===== config.mk =====
export PLATFORM = sky130hd
export DESIGN_NAME = min_max_contrast_stretch
export DESIGN_NICKNAME = d
export VERILOG_FILES = /design/src/sv/mmcs_pkg.sv /design/src/sv/mmcs_front.sv /design/src/sv/mmcs_queue.sv /design/src/sv/mmcs_back.sv /design/src/sv/min_max_contrast_stretch.sv
export SDC_FILE = /design/constraint.sdc
export NUM_CORES = 1
export LEC_CHECK = 0
export ABC_AREA = 0
export BUFFER_PORTS_ARGS = -buffer_cell sky130_fd_sc_hd__buf_2
export CAP_MARGIN = 20
export CORE_ASPECT_RATIO = 0.75
export CORE_MARGIN = 1.5
export CORE_UTILIZATION = 40
export CTS_CLUSTER_SIZE = 12
export DETAILED_ROUTE_END_ITERATION = 8
export PLACE_DENSITY = 0.62
export SETUP_SLACK_MARGIN = 0.5
export SYNTH_ARGS = -nofsm -noshare
export SYNTH_HDL_FRONTEND = slang
export SYNTH_SLANG_ARGS = --single-unit

===== constraint.sdc =====
create_clock -name clk -period 11.8 [get_ports clk]
set_input_delay 1.77 -clock clk [delete_from_list [all_inputs] [get_ports clk]]
set_output_delay 1.77 -clock clk [all_outputs]
set_load 0.05 [all_outputs]

===== src/sv/mmcs_pkg.sv =====
`default_nettype none
// ----------------------------------------------------------------------------
// mmcs_pkg
// Shared types and constants of the min-max contrast stretch block.
// ----------------------------------------------------------------------------
package mmcs_pkg;

  // depth of the queue between the front and the back
  localparam int QDEPTH = 2;

  // how the front classified a stretch request
  typedef struct packed {
    logic flat;   // latched range is zero
    logic sat;    // pixel at or above minimum plus range
    logic fend;   // last pixel of the frame
  } flags_t;

  typedef enum logic [2:0] {
    S_IDLE = 3'b001,
    S_DIV  = 3'b010,
    S_DONE = 3'b100
  } back_state_t;

endpackage
`default_nettype wire


===== src/sv/mmcs_front.sv =====
`default_nettype none
// ----------------------------------------------------------------------------
// mmcs_front
// Takes requests, tracks the frame minimum and maximum in the measure pass and
// classifies stretch-pass pixels against the latched minimum and range.
// ----------------------------------------------------------------------------
module mmcs_front #(
  parameter int PIXEL_BITS = 8
) (
  input  wire                    clk,
  input  wire                    rst,
  input  wire                    in_valid,
  output logic                   in_ready,
  input  wire                    mode,
  input  wire [PIXEL_BITS-1:0]   pixel_in,
  input  wire                    frame_end,
  input  wire                    q_full,
  output logic                   push,
  output logic [PIXEL_BITS-1:0]  push_diff,
  output logic [PIXEL_BITS-1:0]  push_range,
  output mmcs_pkg::flags_t       push_flags
);
  import mmcs_pkg::*;

  localparam logic [PIXEL_BITS-1:0] PMAX = {PIXEL_BITS{1'b1}};

  logic [PIXEL_BITS-1:0] running_low;
  logic [PIXEL_BITS-1:0] running_high;
  logic [PIXEL_BITS-1:0] latched_low;
  logic [PIXEL_BITS-1:0] latched_range;
  logic [PIXEL_BITS-1:0] low_next;
  logic [PIXEL_BITS-1:0] high_next;
  logic                  accept;

  assign in_ready = !q_full;
  assign accept   = in_valid && in_ready;
  assign push     = accept && mode;

  assign low_next  = (pixel_in < running_low)  ? pixel_in : running_low;
  assign high_next = (pixel_in > running_high) ? pixel_in : running_high;

  always_comb begin
    push_range      = latched_range;
    push_diff       = (pixel_in > latched_low) ? (pixel_in - latched_low) : '0;
    push_flags.flat = (latched_range == '0);
    push_flags.sat  = (push_diff >= latched_range);
    push_flags.fend = frame_end;
  end

  always_ff @(posedge clk) begin
    if (rst) begin
      running_low   <= PMAX;
      running_high  <= '0;
      latched_low   <= '0;
      latched_range <= '0;
    end else if (accept && !mode) begin
      if (frame_end) begin
        latched_low   <= low_next;
        latched_range <= (high_next >= low_next) ? (high_next - low_next) : '0;
        running_low   <= PMAX;
        running_high  <= '0;
      end else begin
        running_low   <= low_next;
        running_high  <= high_next;
      end
    end
  end

endmodule
`default_nettype wire


===== src/sv/mmcs_queue.sv =====
`default_nettype none
// ----------------------------------------------------------------------------
// mmcs_queue
// Short queue of classified stretch requests between the front and the back.
// ----------------------------------------------------------------------------
module mmcs_queue #(
  parameter int PIXEL_BITS = 8
) (
  input  wire                    clk,
  input  wire                    rst,
  input  wire                    push,
  input  wire [PIXEL_BITS-1:0]   push_diff,
  input  wire [PIXEL_BITS-1:0]   push_range,
  input  mmcs_pkg::flags_t       push_flags,
  output logic                   full,
  output logic                   empty,
  input  wire                    pop,
  output logic [PIXEL_BITS-1:0]  pop_diff,
  output logic [PIXEL_BITS-1:0]  pop_range,
  output mmcs_pkg::flags_t       pop_flags
);
  import mmcs_pkg::*;

  localparam int PTR_W = (QDEPTH > 1) ? $clog2(QDEPTH) : 1;
  localparam int CNT_W = $clog2(QDEPTH + 1);

  logic [PIXEL_BITS-1:0] diff_mem  [QDEPTH];
  logic [PIXEL_BITS-1:0] range_mem [QDEPTH];
  flags_t                flags_mem [QDEPTH];
  logic [PTR_W-1:0]      wr_ptr;
  logic [PTR_W-1:0]      rd_ptr;
  logic [CNT_W-1:0]      count;
  logic                  do_push;
  logic                  do_pop;

  assign full    = (count == CNT_W'(QDEPTH));
  assign empty   = (count == '0);
  assign do_push = push && !full;
  assign do_pop  = pop && !empty;

  assign pop_diff  = diff_mem[rd_ptr];
  assign pop_range = range_mem[rd_ptr];
  assign pop_flags = flags_mem[rd_ptr];

  always_ff @(posedge clk) begin
    if (do_push) begin
      diff_mem[wr_ptr]  <= push_diff;
      range_mem[wr_ptr] <= push_range;
      flags_mem[wr_ptr] <= push_flags;
    end
  end

  always_ff @(posedge clk) begin
    if (rst) begin
      wr_ptr <= '0;
      rd_ptr <= '0;
      count  <= '0;
    end else begin
      if (do_push) begin
        wr_ptr <= (wr_ptr == PTR_W'(QDEPTH - 1)) ? '0 : wr_ptr + 1'b1;
      end
      if (do_pop) begin
        rd_ptr <= (rd_ptr == PTR_W'(QDEPTH - 1)) ? '0 : rd_ptr + 1'b1;
      end
      if (do_push && !do_pop) begin
        count <= count + 1'b1;
      end else if (do_pop && !do_push) begin
        count <= count - 1'b1;
      end
    end
  end

endmodule
`default_nettype wire


===== src/sv/mmcs_back.sv =====
`default_nettype none
// ----------------------------------------------------------------------------
// mmcs_back
// Works out pmax*(p-min)/range for queued stretch requests with a restoring
// divider, one quotient bit per cycle, and holds the result in an output
// register.
// ----------------------------------------------------------------------------
module mmcs_back #(
  parameter int PIXEL_BITS = 8
) (
  input  wire                    clk,
  input  wire                    rst,
  input  wire                    q_empty,
  output logic                   pop,
  input  wire [PIXEL_BITS-1:0]   pop_diff,
  input  wire [PIXEL_BITS-1:0]   pop_range,
  input  mmcs_pkg::flags_t       pop_flags,
  output logic                   out_valid,
  input  wire                    out_ready,
  output logic [PIXEL_BITS-1:0]  pixel_out,
  output logic                   flat_frame,
  output logic                   end_out
);
  import mmcs_pkg::*;

  localparam int P     = PIXEL_BITS;
  localparam int CNT_W = $clog2(P);
  localparam logic [P-1:0] PMAX = {P{1'b1}};

  back_state_t      state;
  logic [P-1:0]     rem;
  logic [P-1:0]     low_bits;
  logic [P-1:0]     quot;
  logic [P-1:0]     divisor;
  logic [CNT_W-1:0] cnt;
  logic             flat;
  logic             fend;
  logic [2*P-1:0]   numer;
  logic [P:0]       trial;
  logic             qbit;
  logic             out_free;

  assign pop      = (state == S_IDLE) && !q_empty;
  assign out_free = !out_valid || out_ready;

  // pmax*diff as (diff << P) - diff
  assign numer = {pop_diff, {P{1'b0}}} - {{P{1'b0}}, pop_diff};
  assign trial = {rem, low_bits[P-1]};
  assign qbit  = (trial >= {1'b0, divisor});

  always_ff @(posedge clk) begin
    if (rst) begin
      state <= S_IDLE;
      cnt   <= '0;
    end else begin
      case (state)
        S_IDLE: begin
          if (!q_empty) begin
            cnt <= '0;
            if (pop_flags.flat || pop_flags.sat) begin
              state <= S_DONE;
            end else begin
              state <= S_DIV;
            end
          end
        end
        S_DIV: begin
          cnt <= cnt + 1'b1;
          if (cnt == CNT_W'(P - 1)) begin
            state <= S_DONE;
          end
        end
        S_DONE: begin
          if (out_free) begin
            state <= S_IDLE;
          end
        end
        default: state <= S_IDLE;
      endcase
    end
  end

  always_ff @(posedge clk) begin
    case (state)
      S_IDLE: begin
        rem      <= numer[2*P-1:P];
        low_bits <= numer[P-1:0];
        divisor  <= pop_range;
        flat     <= pop_flags.flat;
        fend     <= pop_flags.fend;
        quot     <= pop_flags.flat ? '0 : (pop_flags.sat ? PMAX : '0);
      end
      S_DIV: begin
        rem      <= qbit ? P'(trial - {1'b0, divisor}) : trial[P-1:0];
        low_bits <= {low_bits[P-2:0], 1'b0};
        quot     <= {quot[P-2:0], qbit};
      end
      default: begin
      end
    endcase
  end

  always_ff @(posedge clk) begin
    if (rst) begin
      out_valid <= 1'b0;
    end else if (state == S_DONE && out_free) begin
      out_valid <= 1'b1;
    end else if (out_ready) begin
      out_valid <= 1'b0;
    end
  end

  always_ff @(posedge clk) begin
    if (state == S_DONE && out_free) begin
      pixel_out  <= quot;
      flat_frame <= flat;
      end_out    <= fend;
    end
  end

endmodule
`default_nettype wire


===== src/sv/min_max_contrast_stretch.sv =====
`default_nettype none
// ----------------------------------------------------------------------------
// min_max_contrast_stretch
// Min-max contrast stretch of a grey frame streamed twice.
// ----------------------------------------------------------------------------
// A frame is sent twice. Requests with mode 0 (measure pass) track the lowest
// and highest pixel; the one with frame_end latches minimum and range and
// starts a fresh measure. Requests with mode 1 (stretch pass) give one result
// each, pmax*(p-min)/range floored and clamped to 0..pmax, or 0 with
// flat_frame set when the latched range is zero. Measure requests are taken
// one per clock while the queue has room. A stretch request that needs a
// division passes load, the one-bit-per-cycle divider of the back end and
// hand-over in turn; clamped and flat pixels skip the divider. A two-entry
// queue lets the front keep taking requests while the divider works.
module min_max_contrast_stretch #(
  parameter int PIXEL_BITS = 8
) (
  input  wire                    clk,
  input  wire                    rst,
  input  wire                    in_valid,
  output logic                   in_ready,
  input  wire                    mode,
  input  wire [PIXEL_BITS-1:0]   pixel_in,
  input  wire                    frame_end,
  output logic                   out_valid,
  input  wire                    out_ready,
  output logic [PIXEL_BITS-1:0]  pixel_out,
  output logic                   flat_frame,
  output logic                   end_out
);
  import mmcs_pkg::*;

  logic                  push;
  logic [PIXEL_BITS-1:0] push_diff;
  logic [PIXEL_BITS-1:0] push_range;
  flags_t                push_flags;
  logic                  q_full;
  logic                  q_empty;
  logic                  pop;
  logic [PIXEL_BITS-1:0] pop_diff;
  logic [PIXEL_BITS-1:0] pop_range;
  flags_t                pop_flags;

  mmcs_front #(.PIXEL_BITS(PIXEL_BITS)) u_front (
    .clk        (clk),
    .rst        (rst),
    .in_valid   (in_valid),
    .in_ready   (in_ready),
    .mode       (mode),
    .pixel_in   (pixel_in),
    .frame_end  (frame_end),
    .q_full     (q_full),
    .push       (push),
    .push_diff  (push_diff),
    .push_range (push_range),
    .push_flags (push_flags)
  );

  mmcs_queue #(.PIXEL_BITS(PIXEL_BITS)) u_queue (
    .clk        (clk),
    .rst        (rst),
    .push       (push),
    .push_diff  (push_diff),
    .push_range (push_range),
    .push_flags (push_flags),
    .full       (q_full),
    .empty      (q_empty),
    .pop        (pop),
    .pop_diff   (pop_diff),
    .pop_range  (pop_range),
    .pop_flags  (pop_flags)
  );

  mmcs_back #(.PIXEL_BITS(PIXEL_BITS)) u_back (
    .clk        (clk),
    .rst        (rst),
    .q_empty    (q_empty),
    .pop        (pop),
    .pop_diff   (pop_diff),
    .pop_range  (pop_range),
    .pop_flags  (pop_flags),
    .out_valid  (out_valid),
    .out_ready  (out_ready),
    .pixel_out  (pixel_out),
    .flat_frame (flat_frame),
    .end_out    (end_out)
  );

endmodule
`default_nettype wire


==> flow_summary_export.csv <==
group,metric,value,unit
status,status,"completed",
route,top_layer_used,"met4",
placed_design,dp_slack,6.403,ns
floorplanning,coreArea,16270,um^2
global_route,grt_use_total,16.76,%
critical_path,r2r-start,"u_front.latched_low[0]",
cells_and_area,fillers,1431,
logic_synthesis,yosys-top-cells-count,"82 x edfxtp_1, 51 x ha_1, 50 x nor2_1",
global_route,grt_max_degree,28,
logic_synthesis,yosysWarnings,0,
hold_path,min_path_type,"register to register",
cells_and_area,antenna_cells,0,
route,vias,4573,
critical_path,reg2reg_depth,16,
logic_synthesis,synth_seq_cells,126,
route,drtAntennaViolNets,0,
floorplanning,start_util,41.50,%
flow_run,max_cap_violations,0,
critical_path,required,11.95,ns
sta,worst_slew_pin_slew,0.7765,ns
logic_synthesis,post-synth-top-count-cell,"edfxtp_1",
cells_and_area,regArea,3343,um^2
logic_synthesis,async_flop_share,0,%
route,drt_iter0_drc,296,
sta,rsz0062_at_grt,"false",
critical_path,critPathMaxFanout,9,
sta,period_share,42.23,%
placed_design,finalWeightedCongestion,0.8706,
logic_synthesis,ys_seq_area_share,49.53,%
sta,clock_skew,0.02417,ns
global_route,grt_pass1_wl,23010,um
clock_tree,cts_hold_buf,0,
global_route,first_global_vias,4576,
route,wirelength,13740,um
critical_path,reg2reg_to,"u_queue.flags_mem[0][1]",
route,drc,0,
floorplanning,die_w,153,um
floorplanning,rows,40,
logic_synthesis,synth_top_area_share,36.48,%
critical_path,crit_path_start_kind,"primary input",
logic_synthesis,synth.distinct_cells,69,
hold_path,hp-start,"u_back.flat",
critical_path,r2r_setup_slack,8.09,ns
sta,hold_viol,0,
global_route,grt_overflow,0,
placed_design,io_buffers,25,
clock_tree,cts_root_buffer,"clkbuf_16",
sta,fmax,0.2007,GHz
global_route,antenna_found_initial,0,
cells_and_area,fin_cells,863,
sta,final.setup.tns,0,ns
cells_and_area,final_nets,708,
clock_tree,cts_tree,"done",
cells_and_area,final_area,7729,um^2
clock_tree,numCtsBuffers,17,
route,m1WireLength,7065,um
route,dr_wl_met2,6034,um
route,dr.pass1.iters,4,
power,ir_drop,0.0001162,V
clock_tree,clk_latency,0.42,ns
power,pwr-share-clk,28.8,%
placed_design,dp.cells,829,
clock_tree,post-cts-setup-buffer-count,0,
power,p_int,1186,uW
floorplanning,top_level_ports,26,
power,p_switching,615.9,uW
power,power.share.combinational,35.1,%
power,cellLeakagePower,0.003105,uW
clock_tree,h-tree-depth,4,
logic_synthesis,synth_edf_count,82,
cells_and_area,areaGrowthSynthToFinish,14.49,%
sta,min_period,4.984,ns
clock_tree,cts_resized,0,
logic_synthesis,mappedNetlistNets,671,
sta,setup_violations,0,
logic_synthesis,syn_inst,603,
critical_path,arrival,5.14,ns
cells_and_area,drive_gt1_share,15.77,%
route,met3WireLength,553,um
power,p_sw_share,34.19,%
hold_path,hold_depth,0,
logic_synthesis,yosys.area.top_type,"edfxtp_1",
clock_tree,clock_sinks,126,
logic_synthesis,synthFlopType,"edfxtp_1",
critical_path,endpoint_kind,"register",
route,vias_per_cell,5.299,
logic_synthesis,synthTopCellsByArea,"edfxtp_1 36%, dfxtp_1 13%, ha_1 9.5%, mux2i_1 4.6%, mux2_2 3.0%",
critical_path,crit_type,"primary input to register",
floorplanning,die_h,115.5,um
cells_and_area,largest_registers,"u_queue.diff_mem: 16 flops, u_queue.range_mem: 16 flops",
hold_path,worstHoldEndpoint,"u_back.flat_frame",
logic_synthesis,syn_area_per_cell,11.19,um^2
placed_design,dp_hpwl,10130,um
clock_tree,cts.clk_slew.worst_paths,0.06,ns
logic_synthesis,netlist_area,6750,um^2
power,pwr-share-seq,36.1,%
clock_tree,cts_buffer_depth,2,
sta,relSlewSlack,48.11,%
route,wire_per_inst,15.92,um
power,power_density,233.1,nW/um^2
cells_and_area,fin_util,47.52,%
sta,fin_ws,6.816,ns
sta,slew_violations,0,
floorplanning,design.die.area,17670,um^2
cells_and_area,multi_input_area,3161,um^2
placed_design,place_area,7102,um^2
## per-stage QoR
stage / hold WS (ns) / power (uW)
floorplan: 0.4003 / 1141
global placement: 0.4055 / 1257
detailed placement: 0.4132 / 1273
CTS: 0.4274 / 1798
global route: 0.4332 / 1918
finish: 0.4232 / 1801
## power by group through the flow
stage,sequential (uW),clock (uW),combinational [uW]
finish,651,518,633
global placement,658,0,599
global route,662,549,706
detailed placement,660,0,613
CTS,653,527,618
floorplan,649,0,492
## worst max-delay path, cell delays in order
cell and delay [ns]:
buf_2 0.12, inv_1 0.12, ha_1 0.20, inv_1 0.06
fa_1 0.41, a21o_1 0.20, a21oi_1 0.22, nor2_1 0.08
o31a_1 0.30, o31ai_4 0.37, or2_1 0.16, ha_1 0.22
nand2b_1 0.14, a21oi_1 0.15, nor2b_1 0.06, o21ai_0 0.15
a21oi_1 0.09, o41a_1 0.32
## layer usage
metal	vias to the layer above	GRT usage (%)
li1	2274	-
met1	2227	23.22
met2	66	25.33
met3	6	5.049
met4	0	5.229
met5	-	0
## area by class of cell
class	count	share of cell area, %
clock buffer	17	5.504
clock inverter	15	2.056
inverter	48	2.331
multi-input combinational	416	40.89
sequential	126	43.26
tap	210	3.400
timing repair buffer	31	2.558
## cells in the final DEF (no fill, tap or decap), types with 16 or more instances in the layout
cell type | Yosys | layout
ha_1 | 51 | 51
nor2_1 | 50 | 50
a21oi_1 | 25 | 25
mux2_2 | 18 | 18
o21ai_0 | 16 | 16
xnor2_1 | 16 | 16
buf_2 | 2 | 25
clkbuf_16 | 0 | 17
mux2i_1 | 31 | 31
nand2_1 | 40 | 40
edfxtp_1 | 82 | 82
dfxtp_1 | 44 | 44
o21ai_1 | 19 | 19
inv_1 | 47 | 47
## logic make-up after synthesis
family | after synthesis | synth area share (%)
simple gates | 158 | 11.57
compound gates | 128 | 13.51
flops | 126 | 49.53
buf+inv | 61 | 3.651
fa+ha+maj | 54 | 10.34
mux | 51 | 8.156
xor+xnor | 25 | 3.244
## how the worst max path moves through the flow
stage	from	endpoint	slack [ns]
floorplan	pixel_in[0]	u_queue.flags_mem[0][1]	6.89
global placement	pixel_in[0]	u_queue.flags_mem[0][1]	6.60
detailed placement	pixel_in[0]	u_queue.flags_mem[0][1]	6.40
CTS	pixel_in[0]	u_queue.flags_mem[0][1]	6.84
global route	pixel_in[0]	u_queue.flags_mem[0][1]	6.61
finish	pixel_in[0]	u_queue.flags_mem[0][1]	6.82
Note: power is estimated with default switching activity, not from simulation.
